===== src/rtl/core/ab4_pkg.sv =====
// Shared types, widths and constants of the Adams-Bashforth integrator.
`default_nettype none

package ab4_pkg;

   localparam int MAX_DIMS       = 1024;
   localparam int VALUE_WIDTH    = 32;
   localparam int INDEX_WIDTH    = $clog2(MAX_DIMS);
   localparam int SLOT_WIDTH     = 2;
   localparam int REQ_WIDTH      = 2;
   localparam int STEP_WIDTH     = 24;
   localparam int DIMS_WIDTH     = INDEX_WIDTH + 1;
   localparam int TIME_WIDTH     = 40;
   localparam int HIST_WIDTH     = 3 * VALUE_WIDTH;

   localparam int REQ_TDATA_BITS  = INDEX_WIDTH + SLOT_WIDTH + VALUE_WIDTH;
   localparam int REQ_TDATA_WIDTH = ((REQ_TDATA_BITS + 7) / 8) * 8;
   localparam int RSP_TDATA_BITS  = INDEX_WIDTH + VALUE_WIDTH + TIME_WIDTH;
   localparam int RSP_TDATA_WIDTH = ((RSP_TDATA_BITS + 7) / 8) * 8;
   localparam int RSP_PAD_WIDTH   = RSP_TDATA_WIDTH - RSP_TDATA_BITS;

   localparam int CSR_INDEX_WIDTH = 1;
   localparam int CSR_DATA_WIDTH  = STEP_WIDTH;

   localparam logic [CSR_INDEX_WIDTH-1:0] CSR_STEP_SIZE   = 1'b0;
   localparam logic [CSR_INDEX_WIDTH-1:0] CSR_ACTIVE_DIMS = 1'b1;

   localparam logic [STEP_WIDTH-1:0] STEP_SIZE_RESET   = STEP_WIDTH'(167772);
   localparam logic [DIMS_WIDTH-1:0] ACTIVE_DIMS_RESET = DIMS_WIDTH'(MAX_DIMS);

   localparam logic [SLOT_WIDTH-1:0] SLOT_OLDEST = 2'd0;
   localparam logic [SLOT_WIDTH-1:0] SLOT_MIDDLE = 2'd1;
   localparam logic [SLOT_WIDTH-1:0] SLOT_NEWEST = 2'd2;

   // Datapath widths of one update.
   localparam int CALC_WIDTH     = 40;
   localparam int MAG_WIDTH      = CALC_WIDTH - 1;
   localparam int PROD_WIDTH     = MAG_WIDTH + STEP_WIDTH;
   localparam int RSUM_WIDTH     = PROD_WIDTH + 1;
   localparam int DIV_SHIFT      = 27;
   localparam int Y_WIDTH        = RSUM_WIDTH - DIV_SHIFT;
   localparam int YL_WIDTH       = 18;
   localparam int YH_WIDTH       = Y_WIDTH - YL_WIDTH;
   localparam int RECIP_HI_SHIFT = YH_WIDTH + 1;
   localparam int APROD_WIDTH    = 2 * YH_WIDTH;
   localparam int QHI_WIDTH      = APROD_WIDTH - RECIP_HI_SHIFT;
   localparam int Z_WIDTH        = YL_WIDTH + 2;
   localparam int RECIP_LO_SHIFT = Z_WIDTH + 1;
   localparam int BPROD_WIDTH    = 2 * Z_WIDTH;
   localparam int QUOT_WIDTH     = QHI_WIDTH + YL_WIDTH;
   localparam int SUM_WIDTH      = QUOT_WIDTH + 2;

   localparam logic [RSUM_WIDTH-1:0] ROUND_OFFSET = RSUM_WIDTH'(3) << (DIV_SHIFT - 1);
   localparam logic [YH_WIDTH-1:0] RECIP_HI = YH_WIDTH'(((1 << RECIP_HI_SHIFT) + 2) / 3);
   localparam logic [Z_WIDTH-1:0]  RECIP_LO = Z_WIDTH'(((1 << RECIP_LO_SHIFT) + 2) / 3);

   localparam logic signed [7:0] COEF_NEW    = 8'sd55;
   localparam logic signed [7:0] COEF_NEWEST = 8'sd59;
   localparam logic signed [7:0] COEF_MIDDLE = 8'sd37;
   localparam logic signed [7:0] COEF_OLDEST = 8'sd9;

   localparam logic [VALUE_WIDTH-1:0] VALUE_MAX = {1'b0, {(VALUE_WIDTH-1){1'b1}}};
   localparam logic [VALUE_WIDTH-1:0] VALUE_MIN = {1'b1, {(VALUE_WIDTH-1){1'b0}}};

   typedef enum logic [REQ_WIDTH-1:0] {
      REQ_LOAD_STATE = 2'd0,
      REQ_LOAD_HIST  = 2'd1,
      REQ_STEP       = 2'd2
   } req_kind_type;

   typedef struct packed {
      logic                   vld;
      req_kind_type           kind;
      logic [INDEX_WIDTH-1:0] idx;
      logic [VALUE_WIDTH-1:0] value;
   } item_ctl_type;

   typedef struct packed {
      logic [TIME_WIDTH-1:0]  time_value;
      logic [VALUE_WIDTH-1:0] state_value;
      logic [INDEX_WIDTH-1:0] out_index;
      logic                   last_elem;
      logic                   saturated;
   } result_type;

endpackage

`default_nettype wire


===== src/rtl/core/ab4_delta_pipe.sv =====
// Pipelined increment h/24 times the weighted derivative sum, as sign and magnitude.
`default_nettype none

module ab4_delta_pipe import ab4_pkg::*; (
   input  logic                          clock,
   input  logic                          reset,
   input  logic                          en,
   input  logic [STEP_WIDTH-1:0]         step_size,
   input  item_ctl_type                  in_ctl,
   input  logic signed [CALC_WIDTH-1:0]  in_p1,
   input  logic signed [CALC_WIDTH-1:0]  in_p2,
   output item_ctl_type                  out_ctl,
   output logic                          out_neg,
   output logic [QUOT_WIDTH-1:0]         out_quot,
   output logic [INDEX_WIDTH-1:0]        pre_idx
);

   item_ctl_type ctl_p_ff, ctl_b_ff, ctl_c_ff, ctl_d_ff, ctl_e_ff, ctl_f_ff;

   logic signed [CALC_WIDTH-1:0] p1_ff, p2_ff;
   logic signed [CALC_WIDTH-1:0] c_sum;
   logic                         neg_b_in, neg_b_ff, neg_c_ff, neg_d_ff, neg_e_ff, neg_f_ff;
   logic [MAG_WIDTH-1:0]         mag_b_in, mag_b_ff;
   logic [PROD_WIDTH-1:0]        m_c_in, m_c_ff;
   logic [RSUM_WIDTH-1:0]        rsum;
   logic [Y_WIDTH-1:0]           y_d_in, y_d_ff;
   logic [APROD_WIDTH-1:0]       aprod_e_in, aprod_e_ff;
   logic [YL_WIDTH-1:0]          yl_e_ff;
   logic [1:0]                   yh_lo_e_ff;
   logic [QHI_WIDTH-1:0]         a_f_in, a_f_ff;
   logic [1:0]                   rem_hi;
   logic [Z_WIDTH-1:0]           z_val;
   logic [BPROD_WIDTH-1:0]       bprod_f_in, bprod_f_ff;

   always_comb begin
      c_sum    = p1_ff + p2_ff;
      neg_b_in = c_sum[CALC_WIDTH-1];
      mag_b_in = neg_b_in ? MAG_WIDTH'(-c_sum) : MAG_WIDTH'(c_sum);
      m_c_in   = PROD_WIDTH'(mag_b_ff) * PROD_WIDTH'(step_size);
      rsum     = RSUM_WIDTH'(m_c_ff) + ROUND_OFFSET;
      y_d_in   = rsum[RSUM_WIDTH-1:DIV_SHIFT];
      aprod_e_in = APROD_WIDTH'(y_d_ff[Y_WIDTH-1:YL_WIDTH]) * APROD_WIDTH'(RECIP_HI);
      a_f_in   = aprod_e_ff[APROD_WIDTH-1:RECIP_HI_SHIFT];
      rem_hi   = yh_lo_e_ff - a_f_in[1:0] - {a_f_in[0], 1'b0};
      z_val    = {rem_hi, yl_e_ff};
      bprod_f_in = BPROD_WIDTH'(z_val) * BPROD_WIDTH'(RECIP_LO);
   end

   always_ff @(posedge clock) begin
      if (reset) begin
         ctl_p_ff <= '0;
         ctl_b_ff <= '0;
         ctl_c_ff <= '0;
         ctl_d_ff <= '0;
         ctl_e_ff <= '0;
         ctl_f_ff <= '0;
      end else if (en) begin
         ctl_p_ff <= in_ctl;
         ctl_b_ff <= ctl_p_ff;
         ctl_c_ff <= ctl_b_ff;
         ctl_d_ff <= ctl_c_ff;
         ctl_e_ff <= ctl_d_ff;
         ctl_f_ff <= ctl_e_ff;
      end
   end

   always_ff @(posedge clock) begin
      if (en) begin
         p1_ff      <= in_p1;
         p2_ff      <= in_p2;
         neg_b_ff   <= neg_b_in;
         mag_b_ff   <= mag_b_in;
         neg_c_ff   <= neg_b_ff;
         m_c_ff     <= m_c_in;
         neg_d_ff   <= neg_c_ff;
         y_d_ff     <= y_d_in;
         neg_e_ff   <= neg_d_ff;
         aprod_e_ff <= aprod_e_in;
         yl_e_ff    <= y_d_ff[YL_WIDTH-1:0];
         yh_lo_e_ff <= y_d_ff[YL_WIDTH+1:YL_WIDTH];
         neg_f_ff   <= neg_e_ff;
         a_f_ff     <= a_f_in;
         bprod_f_ff <= bprod_f_in;
      end
   end

   assign out_ctl  = ctl_f_ff;
   assign out_neg  = neg_f_ff;
   assign out_quot = {a_f_ff, bprod_f_ff[RECIP_LO_SHIFT+YL_WIDTH-1:RECIP_LO_SHIFT]};
   assign pre_idx  = ctl_e_ff.idx;

endmodule

`default_nettype wire


===== config.mk =====
export PLATFORM = sky130hd
export DESIGN_NAME = ab4_delta_pipe
export DESIGN_NICKNAME = d
export VERILOG_FILES = /design/src/rtl/core/ab4_pkg.sv /design/src/rtl/core/ab4_delta_pipe.sv
export SDC_FILE = /design/constraint.sdc
export NUM_CORES = 2
export LEC_CHECK = 0
export ABC_CLOCK_PERIOD_IN_PS = 8550
export BUFFER_PORTS_ARGS = -buffer_cell sky130_fd_sc_hd__buf_4
export CAP_MARGIN = 25
export CORE_MARGIN = 4
export CORE_UTILIZATION = 59
export DETAILED_ROUTE_END_ITERATION = 8
export HOLD_SLACK_MARGIN = 0.03
export PLACE_DENSITY = 0.8
export SLEW_MARGIN = 20
export SYNTH_ARGS = -nofsm -noshare
export SYNTH_HDL_FRONTEND = slang
export SYNTH_SLANG_ARGS = --single-unit

===== constraint.sdc =====
create_clock -name clock -period 8.55 [get_ports clock]
set_input_delay 0.855 -clock clock [delete_from_list [all_inputs] [get_ports clock]]
set_output_delay 0.855 -clock clock [all_outputs]
set_load 0.02 [all_outputs]

======== Word-level counts from Yosys, hierarchy flattened ========
Index checks and enable logic that the tools add are counted.
cells by class
  add/subtract/negate cells ............... 5
  multipliers ............................. 3
  mux-type cells .......................... 1
operators by type and width
  cell                                                  number
  adder 63 x 28 -> 64 bit (second input constant)       1
  multiplier 39 x 24 -> 63 bit                          1
  adder 40 bit                                          1
  multiplier 20 x 20 -> 39 bit (second input constant)  1
  2-to-1 mux 39 bit                                     1
  negation 39 bit                                       1
  multiplier 19 x 18 -> 37 bit (second input constant)  1
  subtractor 2 bit                                      2
word-level totals
  bits in registers ....................... 608
  input port bits ......................... 152
  output and inout port bits .............. 92
  word-level logic and storage cells ...... 48

======== Logic depth before layout (Yosys ltp) ========
  depth in word-level cells ............... 3
  gate-level depth with buffers ........... 30

======== Worst setup path after synthesis ========
No wires, ideal clock.
  path kind ............................... input-to-reg
  from .................................... in step_size[3]
  to ...................................... reg m_c_ff[57] (data pin)
  setup time .............................. 0.258 ns
  arrival ................................. 7.895 ns
  data required time ...................... 8.292 ns
  path slack .............................. 0.397 ns
  stages on the path ...................... 28
  cells stage by stage .................... clkbuf_1 buf_1 nand2_1 fa_1 inv_1 fa_1 fa_1 inv_1 fa_1 inv_1 fa_1 fa_1 inv_1 fa_1 inv_1 ha_1 a21o_1 a21oi_1 o21bai_1 a2111oi_0 o211ai_1 o221ai_1 o21ai_1 a31oi_1 o211ai_1 a221o_1 a211oi_1 nor2_1
on the way
  word-level cells in the longest chain between the ends .. 1
RTL lines
  element                       line                  text
  from (decl)                   ab4_delta_pipe.sv:8   input logic [STEP_WIDTH-1:0] step_size,
  multiplier 39 x 24 -> 63 bit  ab4_delta_pipe.sv:39  m_c_in = PROD_WIDTH'(mag_b_ff) * PROD_WIDTH'(step_size);
  via m_c_in[57]                ab4_delta_pipe.sv:24  logic [PROD_WIDTH-1:0] m_c_in, m_c_ff;
  to (signal assigned)          ab4_delta_pipe.sv:74  m_c_ff <= m_c_in;
  to (decl)                     ab4_delta_pipe.sv:24
The timed path passes the listed nets, and every way through them passes these cells.
A chain may end at the register's enable or synchronous reset.

======== Worst setup path in the final report ========
  from .................................... reg mag_b_ff[11]
  to ...................................... reg m_c_ff[61] (data pin)
on the way
  word-level cells in the longest chain between the ends .. 1
RTL lines
  element                       line                  text
  from (decl)                   ab4_delta_pipe.sv:23  logic [MAG_WIDTH-1:0] mag_b_in, mag_b_ff;
  from (signal assigned)        ab4_delta_pipe.sv:72  mag_b_ff <= mag_b_in;
  multiplier 39 x 24 -> 63 bit  ab4_delta_pipe.sv:39
  via m_c_in[61]                ab4_delta_pipe.sv:24
The timed path passes the listed nets, and every way through them passes these cells.

==> results.yml <==
outcome:
  status: "finished, final reports clean"
worst_setup_path:
  critPathMaxFanout: 19
  rr_startpoint: "mag_b_ff[11]"
  startpoint_type: "register"
  arrival_ps: 8650
  r2r_setup_slack_ps: 300
  crit_type: "reg2reg"
  reg2reg_to: "m_c_ff[61]"
  end_kind: "register"
  r2r_cells: 26
  required_ps: 8950
floorplanning:
  dieWidth_um: 333
  start_util: 0.598
  die_area_mm2: 0.111
  ioPinCount: 244
  core_mm2: 0.104
  die_h_um: 333
  rows: 118
global_routing:
  met1_usage: 0.332
  antenna_found_initial: 3
  grt_use_total: 0.259
  grtUsageMet2: 0.434
  use_met3: 0.0706
  grt-busiest-layer: "met2"
  grt_max_degree: 168
  grt_pass1_vias: 45300
  grt_pass1_wl_mm: 232
  grt_overflow: 0
synthesis:
  synth.avg_cell_area_um2: 10.1
  synth_ff_type: "edfxtp_1"
  ys_ff_latch: 542
  synth_area_mm2: 0.0623
  synth_cell_types: 87
  ys_seq_area_frac: 0.218
  async_flop_share: 0
  synth_edf_count: 272
  yosys_warnings: 0
  synth_top_cell_area_share: 0.344
  synth_largest_area_cell: "fa_1"
  synth_top_cells_by_area: "fa_1 34%, edfxtp_1 13%, ha_1 11%, dfxtp_1 8.7%, inv_1 7.9%"
  syn-num-nets: 7957
  syn_inst: 6167
detailed_routing:
  vias: 42300
  routed_via_density: 5.47
  drtPass1Iterations: 6
  avgRoutedWirePerCell_um: 18.3
  drt_iter0_drc: 3216
  drc: 0
  drt-total-wl_mm: 141
  ant_nets: 0
sta:
  skew_ps: 34.9
  finalSetupViolCount: 0
  fmax_ghz: 0.121
  grt_setup_unrepaired: "false"
  slew_violations: 0
  holdWs_ps: 373
  fin_crit_sh: 0.965
  period_needed_ps: 8250
  relSlewSlack: 0.219
  timing.final.hold_violations: 0
  tightest_slew_ps: 1170
  tns_ps: 0
cts:
  h-tree-depth: 2
  cts_sinks: 542
  cts_made_buffers: 58
  root_buffer: "clkbuf_16"
  cts.repair.resized: 0
  cts.path.max_buffers: 3
  path_clk_slew_ps: 60
  cts_tree: "built"
  clkLatencyLatePin_ps: 680
placed_design:
  hpwl_mm: 114
  io_buffers: 243
  gp_congestion: 0.955
finish:
  multi_input_area_mm2: 0.0427
  final_core_util: 0.650
  fin_nets: 8090
  area_growth_pct: 8.73
  ff_latch_area_mm2: 0.0136
  n_fill_cell: 8076
  layout-drive-gt1-share: 0.0733
worst_hold_path:
  hold_start: "in_p1[28]"
  whs_endpoint: "p1_ff[28]"
  min_delay_path_depth: 1
  hp-class: "in2reg"
flow_run:
  drv_cap: 0
## worst max-delay path: stages (launching register included)
cell and delay [ps]:
edfxtp_1 960, buf_4 280, nand2_1 80, fa_1 520, inv_1 60, fa_1 480
fa_1 510, fa_1 570, fa_1 450, fa_1 500, inv_1 50, fa_1 490
inv_1 50, ha_1 210, a21o_1 190, a21oi_1 140, o21bai_1 80, a2111oi_0 600
o211ai_1 190, o221ai_1 210, buf_4 170, o21ai_1 110, a311o_1 390, a41oi_1 290
nand2_1 120, a21oi_1 200, xnor2_1 90
## registers in the layout (all words and copies together), names as in the netlist, 35 cells and up
| register | count |
|---|---|
| ctl_b_ff | 45 |
| ctl_c_ff | 45 |
| mag_b_ff | 39 |
| ctl_d_ff | 45 |
| out_ctl | 45 |
| p2_ff | 40 |
| ctl_p_ff | 45 |
| y_d_ff | 37 |
| ctl_e_ff | 35 |
| p1_ff | 40 |
| m_c_ff | 37 |
## kinds of logic after synthesis
family,Yosys count,synth area share
fa+ha+maj,1638,0.458
simple gates,1592,0.120
buf+inv,1578,0.0960
flops,542,0.218
compound gates,376,0.0406
mux,271,0.0436
xor+xnor,170,0.0242
## layout make-up
class	count	area share
Sequential cell	542	0.200
Antenna cell	3	0.000111
Tap cell	1380	0.0255
Timing Repair Buffer	335	0.0384
Multi-Input combinational cell	4047	0.631
Inverter	1316	0.0729
Clock buffer	77	0.0241
Clock inverter	31	0.00759
## how the worst max path moves through the flow
stage	startpoint	to	slack [ps]	cells after the start
after global placement	step_size[9]	m_c_ff[51]	320	28
final	mag_b_ff[11]	m_c_ff[61]	300	26
after global routing	mag_b_ff[20]	m_c_ff[61]	3	26
after floorplan	step_size[3]	m_c_ff[57]	400	28
after detailed placement	step_size[9]	m_c_ff[61]	110	26
after CTS	mag_b_ff[20]	m_c_ff[61]	430	26
## per-layer routing
layer / part of all wire / up-vias
li1: - / 19200
met1: 0.39 / 21000
met2: 0.48 / 1700
met3: 0.095 / 313
met4: 0.030 / 2
met5: 0.00012 / -
## repair_timing
item	in CTS	in global routing
hold endpoints to repair	0	0
setup endpoints to repair	0	1
hold buffers	0	0
buffers inserted	0	5
## Yosys cell counts (8+ instances only)
library cell  count
inv_1          1315
a211oi_1         13
nand3_1          42
nor2b_1          19
nand2_1         653
xnor2_1         120
fa_1           1070
nor4_1            8
mux2i_1         270
o21a_1           29
edfxtp_1        272
o21ai_0          54
a21oi_1         106
a31oi_1          14
buf_1            31
dfxtp_1         270
nor3_1           40
ha_1            568
o21bai_1         14
o211ai_1         14
and2_1          368
buf_4            11
nor2_1          358
nand2b_1         14
xor2_1           49
nand4_1          21
clkbuf_1        211
and3_1           28
a21o_1           55
## through the flow
step	instance area (µm²)	std cells	setup slack, ps
global placement	65500	7614	319
CTS	67600	7722	429
finish	67700	7731	299
global route	67700	7728	3.27
floorplan	62300	6167	397
detailed placement	65500	7614	113
## cells in the final DEF (no fill, tap or decap), types with 49 or more instances in the layout
cell type | netlist | layout
buf_4 | 11 | 328
edfxtp_1 | 272 | 272
inv_1 | 1315 | 1315
and2_1 | 368 | 368
mux2i_1 | 270 | 270
xnor2_1 | 120 | 120
fa_1 | 1070 | 1070
ha_1 | 568 | 568
nand2_1 | 653 | 653
nor2_1 | 358 | 358
clkbuf_16 | 0 | 59
xor2_1 | 49 | 49
a21oi_1 | 106 | 106
a21o_1 | 55 | 55
dfxtp_1 | 270 | 270
o21ai_0 | 54 | 54
Power is not shown: default switching activity piles up to over one toggle a cycle in this logic, so the estimate is an artifact.
